==> config.mk <==
export PLATFORM = sky130hd
export DESIGN_NAME = kst_cell
export DESIGN_NICKNAME = d
export VERILOG_FILES = /design/src/rtl/kst_pkg.sv /design/src/rtl/kst_cell.sv
export SDC_FILE = /design/constraint.sdc
export NUM_CORES = 1
export LEC_CHECK = 0
export BUFFER_PORTS_ARGS = -buffer_cell sky130_fd_sc_hd__buf_4
export CAP_MARGIN = 10
export CORE_AREA = 2 2 91 93
export CTS_CLUSTER_DIAMETER = 80
export CTS_CLUSTER_SIZE = 25
export DETAILED_ROUTE_END_ITERATION = 8
export DIE_AREA = 0 0 93 95
export GPL_ROUTABILITY_DRIVEN = 0
export GPL_TIMING_DRIVEN = 0
export PLACE_DENSITY = 0.91
export SLEW_MARGIN = 10
export SYNTH_ARGS = -nofsm -noshare
export SYNTH_HDL_FRONTEND = slang
export SYNTH_SLANG_ARGS = --single-unit
==> constraint.sdc <==
create_clock -name clk -period 2.2 [get_ports clk]
set_input_delay 0.22 -clock clk [delete_from_list [all_inputs] [get_ports clk]]
set_output_delay 0.22 -clock clk [all_outputs]
set_load 0.01 [all_outputs]
==> src/rtl/kst_pkg.sv <==
package kst_pkg;

    localparam int CAPACITY = 64;
    localparam int IDX_W    = (CAPACITY > 1) ? $clog2(CAPACITY) : 1;
    localparam int CNT_W    = $clog2(CAPACITY + 1);

    localparam int FUNC_W   = 2;
    localparam int KEY_W    = 32;
    localparam int REF_W    = 32;
    localparam int STATUS_W = 3;
    localparam int FIDX_W   = 6;
    localparam int FCNT_W   = 7;

    typedef enum logic [FUNC_W-1:0] {
        FN_ADD    = 2'd0,
        FN_REMOVE = 2'd1,
        FN_LOOKUP = 2'd2,
        FN_POP    = 2'd3
    } func_t;

    typedef enum logic [STATUS_W-1:0] {
        ST_DONE      = 3'd0,
        ST_DUP       = 3'd1,
        ST_NOT_FOUND = 3'd2,
        ST_EMPTY     = 3'd3,
        ST_FULL      = 3'd4
    } status_t;

    typedef enum logic [1:0] {
        S_IDLE    = 2'd0,
        S_RESOLVE = 2'd1,
        S_SHIFT   = 2'd2
    } state_t;

    // Per-cell control from the sequencer.
    typedef struct packed {
        logic capture;
        logic pop_mode;
        logic valid;
        logic last;
        logic load;
        logic shift;
    } cell_ctrl_t;

endpackage

==> src/rtl/kst_cell.sv <==
module kst_cell import kst_pkg::*;
(
    input  logic             clk,
    input  logic             rst_n,
    input  cell_ctrl_t       ctrl,
    input  logic [KEY_W-1:0] cmp_key,
    input  logic [KEY_W-1:0] load_key,
    input  logic [REF_W-1:0] load_ref,
    input  logic [KEY_W-1:0] nbr_key,
    input  logic [REF_W-1:0] nbr_ref,
    output logic [KEY_W-1:0] key_q,
    output logic [REF_W-1:0] ref_q,
    output logic             hit
);

    logic [KEY_W-1:0] key_reg;
    logic [KEY_W-1:0] key_next;
    logic [REF_W-1:0] ref_reg;
    logic [REF_W-1:0] ref_next;
    logic             hit_reg;
    logic             hit_next;

    // A new entry is written here, or the upper neighbor's entry moves down.
    // Otherwise the cell keeps its entry.
    always_comb
    begin
        key_next = key_reg;
        ref_next = ref_reg;
        priority if (ctrl.load)
        begin
            key_next = load_key;
            ref_next = load_ref;
        end
        else if (ctrl.shift)
        begin
            key_next = nbr_key;
            ref_next = nbr_ref;
        end
        else
        begin
            key_next = key_reg;
            ref_next = ref_reg;
        end
    end

    // The hit bit is taken when a word is accepted: a key match, or for pop
    // the last occupied cell.
    always_comb
    begin
        hit_next = hit_reg;
        if (ctrl.capture)
        begin
            hit_next = ctrl.valid & (ctrl.pop_mode ? ctrl.last : (key_reg == cmp_key));
        end
    end

    always_ff @(posedge clk)
    begin
        key_reg <= key_next;
        ref_reg <= ref_next;
    end

    always_ff @(posedge clk or negedge rst_n)
    begin
        if (!rst_n)
        begin
            hit_reg <= 1'b0;
        end
        else
        begin
            hit_reg <= hit_next;
        end
    end

    assign key_q = key_reg;
    assign ref_q = ref_reg;
    assign hit   = hit_reg;

endmodule

==> results of run 1 <==
[cell usage after synthesis]
cell / count
nand3_1: 3
buf_4: 4
nand2_1: 1
buf_2: 3
o21ai_0: 1
nor4_1: 3
o21ai_1: 1
or2_2: 1
xor2_1: 8
mux2_2: 64
dfrtp_1: 1
nor3_1: 1
edfxtp_1: 64
xnor2_1: 24
nand4_1: 6
[cells by family (layout without fill, tap and decap cells)]
family | after synthesis | in the layout | synth area share
flip-flops | 65 | 65 | 0.6302
XOR/XNOR | 32 | 32 | 0.09073
multiplexers | 64 | 64 | 0.2333
other | 0 | 1 | 0
buffers and inverters | 7 | 252 | 0.01458
AO/OA/AOI/OAI | 2 | 2 | 0.003237
AND/OR/NAND/NOR | 15 | 15 | 0.02795
[cell type report]
cell class | instances | area, um2 | area share
well taps | 105 | 131.4 | 0.02572
repair buffers | 232 | 1744 | 0.3414
flip-flops and latches | 65 | 1947 | 0.3811
multi-input cells | 113 | 1100 | 0.2153
plain buffers | 7 | 45.04 | 0.008817
clock buffers | 10 | 127.6 | 0.02498
diodes | 1 | 2.502 | 0.0004898
clock inverters | 3 | 11.26 | 0.002204
[routing by layer]
metal | GRT usage | vias to the layer above | part of all wire
met5 | 0 | - | 0
met2 | 0.3756 | 143 | 0.54
met4 | 0.08211 | 0 | 0.019
li1 | - | 1193 | -
met3 | 0.08220 | 13 | 0.11
met1 | 0.1871 | 1183 | 0.33
[critical path, stage by stage]
cell	delay, ns
buf_2	0.23
buf_2	0.33
or2_4	0.76
[through the flow]
| step | cells | hold slack (ns) | TNS (ns) | util |
|---|---|---|---|---|
| detailed placement | 521 | -0.002127 | 0 | 0.6253 |
| global placement | 521 | -0.003317 | -12.30 | 0.6250 |
| global route | 536 | 0.1734 | 0 | 0.6444 |
| finish | 536 | 0.1941 | 0 | 0.6444 |
| floorplan | 185 | -0.07559 | 0 | - |
| CTS | 535 | 0.1802 | 0 | 0.6441 |
[worst max path at each step]
| stage | end | slack (ns) | cells past startpoint |
|---|---|---|---|
| floorplan | key_q[0]$_DFFE_PP_ | 0.32 | 3 |
| global placement | ref_q[28]$_DFFE_PP_ | -0.20 | 3 |
| detailed placement | ref_q[24]$_DFFE_PP_ | 0.17 | 3 |
| CTS | ref_q[26]$_DFFE_PP_ | 0.53 | 3 |
| global route | ref_q[31]$_DFFE_PP_ | 0.47 | 3 |
| finish | ref_q[31]$_DFFE_PP_ | 0.57 | 3 |
[power by group through the flow]
| stage | Combinational [mW] | Sequential [mW] | Clock (mW) |
|---|---|---|---|
| floorplan | 0.216 | 1.68 | 0 |
| global placement | 0.751 | 1.61 | 0 |
| detailed placement | 0.769 | 1.62 | 0 |
| CTS | 0.774 | 1.60 | 0.804 |
| global route | 0.818 | 1.61 | 0.855 |
| finish | 0.766 | 1.59 | 0.780 |
[timing repair]
item | 4_1_cts | 5_1_grt
hold buffers | 1 | 0
hold endpoints to repair | 1 | 0
endpoints found under the setup margin | 0 | 0
==> flow_summary.toml, run 1 <==
[synth]
synth_cell_types = 15
synth.ff_latch_count = 65
syn_nets = 353
synth_warnings = 0
synth-seq-area-share = 0.6302
yosys-top-cells-area = "edfxtp_1, mux2_2, xnor2_1"
syn_area_um2 = 3089
syn_inst = 185
avgSynthCellArea_um2 = 16.70
synth_top_cell_area_share = 0.6221
synth_top_area_cell = "edfxtp_1"

[die]
die_h_um = 95
core-area_um2 = 7928
die_w_um = 93
ios = 233
fp-row-count = 33
die-area_um2 = 8835
start_util = 0.3897

[timing]
post-route-min-period_ns = 1.632
slew_headroom = 0.4189
fmax_ghz = 0.6129
rsz0062_at_grt = "false"
setup_slack_ns = 0.5684
tightest_slew_ns = 0.8717
slew_violations = 0
setup_viol = 0
hold_viol = 0
period_share = 0.7416
skew_ns = 0.006882

[run]
cap_violations = 0

[drt]
antenna_left = 0
drt_wl_total_um = 9073
drtIter0Drc = 65
wl_per_cell_um = 16.93
dr_total_vias = 2532
via_per_inst = 4.724
firstDrtPassIters = 4
drc_errors = 0

[hold_path]
hold_end = "ref_q[10]$_DFFE_PP_"
hold_start = "load_ref[10]"
hold_class = "in2reg"
hold_path_depth = 2

[cells_and_area]
drive_gt1_frac = 0.7256
n_fill_cell = 599
nets = 596
synthToLayoutAreaGrowth_pct = 65.37
final_common_cell = "buf_4"
final_area_um2 = 5109
layout_common_cells = "buf_4, mux2_2, edfxtp_1, xnor2_1, clkbuf_8"

[power]
ir_drop_v = 0.0003160
leakagePower_nw = 2.231
power_switching_mw = 0.7519
p_int_mw = 2.389
seqPwrFrac = 0.508
power_mw = 3.141
p_per_area_nw_per_um2 = 614.8
combPwrFrac = 0.244
p_clk_frac = 0.248
switching_share = 0.2394

[clock_tree]
cts_tree = "built"
insertion_delay_ns = 0.33
cts_max_level = 3
clk_path_buf_depth = 2
path_clk_slew_ns = 0.06
cts_buffers = 9
post_cts_resized = 0
clockRootBuffer = "clkbuf_8"
cts.sinks = 65
post_cts_buffers = 0

[worst_setup_path]
cp-end-kind = "flip-flop"
reg2reg_depth = 5
r2r-end = "hit$_DFFE_PN0P_"
worst-path-max-fanout = 64
crit_path_start_kind = "input port"
setup.worst_path.start = "ctrl[1]"
crit_arrival_ns = 1.58
r2r-start = "key_q[31]$_DFFE_PP_"
rrSetupSlack_ns = 0.72
worstSetupPathType = "in2reg"
worstPathRequired_ns = 2.15

[place]
pre_cts_ws_ns = 0.1725
dpl-instance-area_um2 = 4957
portBuffers = 231
dp_hpwl_um = 7211

[run_status]
status = "complete, no violations"

[grt]
first_global_vias = 2664
overflow = 0
antenna_found_initial = 1
grt_max_degree = 65
grt_usage = 0.1980
grt_pass1_wl_um = 12960
No activity file was read; power rests on OpenSTA's default activity.
==> inputs of run 2 (changes only) <==
ABC_AREA = 1   (was default)
CORE_AREA = 2 2 98 100   (was 2 2 91 93)
DIE_AREA = 0 0 100 102   (was 0 0 93 95)
PLACE_DENSITY = 0.87   (was 0.91)
clock period = 1.5 ns   (was 2.2 ns; I/O delays follow)
==> flow_summary.toml, run 2 <==
[timing]
rsz0062_at_grt = "false"
tightest_slew_ns = 0.8721
period_share = 0.8756
post-route-min-period_ns = 1.313
setup_viol = 0
skew_ns = 0.008728
slew_headroom = 0.4186
setup-tns-final_ns = 0
fmax_ghz = 0.7614
hold_viol = 0
slew_violations = 0

[synth]
synth_cell_types = 16
synthTopCellsByCount = "nand2_1, edfxtp_1, inv_1"
synth_warnings = 0
syn_inst = 395
syn_area_um2 = 3284
synth.ff_latch_count = 65
synth-edff-count = 64
synth_flop_cell = "edfxtp_1"
synth_top_area_cell = "edfxtp_1"
async_reset_ff_frac = 0.01538
avgSynthCellArea_um2 = 8.315
yosys-top-cells-area = "edfxtp_1, nand2_1, inv_1"
syn_nets = 563
synth_top_cell_area_share = 0.5851
yosysMostFrequentCell = "nand2_1"
synth-seq-area-share = 0.5928

[drt]
dr_total_vias = 3389
drt_wl_total_um = 10020
antenna_left = 0
firstDrtPassIters = 4
drc_errors = 0
wl_per_cell_um = 13.27
drtIter0Drc = 80
via_per_inst = 4.489

[clock_tree]
cts_tree = "built"
cts_buffers = 9
clk_path_buf_depth = 2
cts_max_level = 3
clockRootBuffer = "clkbuf_8"
insertion_delay_ns = 0.33
cts.sinks = 65
path_clk_slew_ns = 0.07

[cells_and_area]
drive_gt1_frac = 0.3975
nets = 807
layout_common_cells = "nand2_1, buf_4, edfxtp_1, inv_1, nor2_1"
final_common_cell = "nand2_1"
n_antenna_cell = 0
synthToLayoutAreaGrowth_pct = 63.58

[grt]
grt_max_degree = 65
first_global_vias = 3344
antenna_found_initial = 0
grt_usage = 0.1928
grt_pass1_wl_um = 15140
overflow = 0

[worst_setup_path]
crit_chain = "nand2_1, o21ai_0, nor2_1, nand3_1, nor2_1, nand3_1, nand2_1, nand2_1, nand2_1"
crit_arrival_ns = 1.58
worstPathRequired_ns = 1.77
worst-path-buf-inv = 0
slowest_delay_ns = 0.41
cp-end-kind = "flip-flop"
cpLargestDelayFamily = "simple AND/OR/NAND/NOR gates"
worstSetupPathType = "reg2reg"
crit_slowest_cell = "edfxtp_1"
crit_path_start_kind = "flip-flop"
worst-path-max-fanout = 3
crit_path_frequent_cell = "nand2_1"

[run]
cap_violations = 0

[die]
ios = 233
die_h_um = 102
core-area_um2 = 9109
die-area_um2 = 10200
die_w_um = 100
fp-row-count = 35
start_util = 0.3606

[power]
ir_drop_v = 0.0005568
power_mw = 4.952
leakagePower_nw = 2.865
p_per_area_nw_per_um2 = 921.6

[run_status]
status = "complete, no violations"

[hold_path]
hold_class = "in2reg"

[place]
dp_hpwl_um = 7925
portBuffers = 232
-- run 2: what timing repair did --
item                                    CTS  global route
hold buffers                              1             0
endpoints found under the setup margin    0             0
setup buffers                             0             0
gates resized for setup                   0             0
hold endpoints to repair                  1             0
-- run 2: layout make-up --
type / instances / area [um2]
clock inverters: 7 / 71.32
repair buffers: 233 / 1752
multi-input cells: 283 / 1155
flip-flops and latches: 65 / 1947
plain buffers: 13 / 57.56
inverters: 34 / 127.6
fillers: 759 / 3736
clock buffers: 9 / 123.9
well taps: 111 / 138.9
-- run 2: final timing paths --
path                                    start                 end  slack, ns  cells past startpoint
min reg2reg                   hit$_DFFE_PN0P_     hit$_DFFE_PN0P_       0.53                      2
max reg2reg                key_q[5]$_DFFE_PP_     hit$_DFFE_PN0P_       0.19                      9
max in group asynchronous               rst_n     hit$_DFFE_PN0P_       1.29                      2
min in group asynchronous               rst_n     hit$_DFFE_PN0P_       0.13                      2
max                        key_q[5]$_DFFE_PP_     hit$_DFFE_PN0P_       0.19                      9
min                                nbr_key[4]  key_q[4]$_DFFE_PP_       0.07                      3
-- run 2: stage by stage --
step | std cells | instance area, um2 | utilization | setup WS (ns) | hold WS [ns]
after detailed placement | 738 | 5167 | 0.5673 | -0.1699 | -0.06952
after floorplan | 395 | 3287 | - | 0.2661 | -0.1456
final | 755 | 5373 | 0.5898 | 0.1866 | 0.07265
after CTS | 755 | 5373 | 0.5898 | 0.1900 | 0.05859
after global placement | 738 | 5167 | 0.5673 | -0.1357 | -0.07385
after global routing | 755 | 5373 | 0.5898 | 0.05172 | 0.06091
-- run 2: cells by family after synthesis --
family / Yosys count / share of synthesized area
and+or+nand+nor: 261 / 0.3013
DFF: 65 / 0.5928
buffers and inverters: 47 / 0.05638
AOI/OAI and AO/OA: 9 / 0.01486
xor gates and xnor gates: 13 / 0.03467
-- run 2: power breakdown --
group          total [mW]  switching (mW)  internal (mW)
registers            2.33           0.102           2.23
logic                1.17           0.521          0.649
clock network        1.45           0.685          0.763
-- run 2: tightest hold or removal path, stage by stage --
cell and delay [ns]:
buf_4 0.08, nand2_1 0.04, nand2_1 0.04
-- run 2: routing by layer --
metal  up-vias  wire length, um  global-route usage  share of wire
met3        19              902             0.06361          0.090
met1      1479             3845              0.2094           0.38
met5         -                0                   0              0
li1       1717                -                   -              -
met4         0              219             0.08430          0.022
met2       174             5048              0.3456           0.50
==> inputs of run 3 (changes only) <==
PLACE_DENSITY = default   (was 0.87)
PLACE_DENSITY_LB_ADDON = 0.25   (was default)
==> flow_summary.toml, run 3 (same netlist as run 2, synthesis figures left out) <==
[run_status]
status = "complete, no violations"

[timing]
setup_slack_ns = 0.1959
setup-tns-final_ns = 0
setup_viol = 0
hold_viol = 0
tightest_slew_ns = 0.8795
whs_ns = 0.06810
rsz0062_at_grt = "false"
skew_ns = 0.007678
slew_headroom = 0.4136
post-route-min-period_ns = 1.304
period_share = 0.8694
fmax_ghz = 0.7668
slew_violations = 0

[worst_setup_path]
rrSetupSlack_ns = 0.20
r2r-end = "hit$_DFFE_PN0P_"
cp-end-kind = "flip-flop"
reg2reg_depth = 9
worstPathRequired_ns = 1.76
r2r-start = "key_q[1]$_DFFE_PP_"
crit_path_start_kind = "flip-flop"
crit_arrival_ns = 1.57
worstSetupPathType = "reg2reg"
worst-path-max-fanout = 3

[hold_path]
hold_path_depth = 4
hold_start = "ctrl[5]"
hold_class = "in2reg"
hold_end = "hit$_DFFE_PN0P_"

[cells_and_area]
nets = 807
synthToLayoutAreaGrowth_pct = 62.97
n_fill_cell = 821
fin_util = 0.5876
final_common_cell = "nand2_1"
fin_cells = 754
final_area_um2 = 5353
drive_gt1_frac = 0.3935
n_antenna_cell = 0
layout_common_cells = "nand2_1, buf_4, edfxtp_1, inv_1, nor2_1"

[clock_tree]
cts_max_level = 3
hold_buffers = 1
cts_buffers = 9
clockRootBuffer = "clkbuf_8"
post_cts_buffers = 0
cts.sinks = 65
cts_tree = "built"
post_cts_resized = 0
clk_path_buf_depth = 2
insertion_delay_ns = 0.33
path_clk_slew_ns = 0.07

[grt]
grt_pass1_wl_um = 15280
first_global_vias = 3358
grt_max_degree = 65
overflow = 0
antenna_found_initial = 0
grt_usage = 0.1944

[die]
core-area_um2 = 9109
die_h_um = 102
fp-row-count = 35
ios = 233
die_w_um = 100
die-area_um2 = 10200
start_util = 0.3606

[drt]
via_per_inst = 4.452
wl_per_cell_um = 13.33
antenna_left = 0
dr_total_vias = 3357
drt_wl_total_um = 10050
drtIter0Drc = 78
firstDrtPassIters = 4
drc_errors = 0

[place]
portBuffers = 232
placed_cells = 738
pre_cts_ws_ns = -0.1666
dp_hpwl_um = 7985
dpl-instance-area_um2 = 5167

[power]
p_per_area_nw_per_um2 = 912.3
ir_drop_v = 0.0004563
power_mw = 4.883
leakagePower_nw = 2.863

[run]
cap_violations = 0
==> run 3: cell types whose count changed in the layout (fill, tap and decap cells not counted) <==
cell	previous run	this run
clkinvlp_4	2	0
clkinv_4	2	0
clkbuf_1	6	7
clkinv_1	1	2
clkinv_2	1	2
==> run 3: power breakdown <==
part | switching (mW) | internal [mW] | total [mW]
sequential | 0.0975 | 2.23 | 2.33
combinational | 0.517 | 0.649 | 1.17
clock | 0.645 | 0.743 | 1.39
==> run 3: layout make-up <==
type	instances	area [um2]	share of cell area
clock inverters	5	47.55	0.008883
well taps	111	138.9	0.02595
flip-flops and latches	65	1947	0.3637
inverters	34	127.6	0.02384
multi-input cells	283	1155	0.2158
repair buffers	233	1752	0.3273
clock buffers	10	127.6	0.02384
plain buffers	13	57.56	0.01075
==> run 3: worst max-delay path by stage <==
stage                                endpoint          startpoint  slack (ns)
after floorplan            key_q[0]$_DFFE_PP_             ctrl[1]        0.27
after global routing          hit$_DFFE_PN0P_  key_q[1]$_DFFE_PP_        0.05
after CTS                 key_q[18]$_DFFE_PP_             ctrl[1]        0.19
after detailed placement  key_q[22]$_DFFE_PP_             ctrl[1]       -0.17
final                         hit$_DFFE_PN0P_  key_q[1]$_DFFE_PP_        0.20
after global placement    key_q[22]$_DFFE_PP_             ctrl[1]       -0.16
==> run 3: critical path: stages, from the launching register on <==
cell and delay (ns):
edfxtp_1 0.43, nand2_1 0.09, o21ai_0 0.07, nor2_1 0.10, nand3_1 0.11, nor2_1 0.19, nand3_1 0.10, nand2_1 0.06
nand2_1 0.04, nand2_1 0.05
==> run 3: routing by layer <==
metal	vias up	GRT usage	part of all wire
met5	-	0	0
met4	0	0.06322	0.012
met3	12	0.06908	0.11
met2	169	0.3555	0.50
met1	1462	0.2112	0.38
li1	1714	-	-
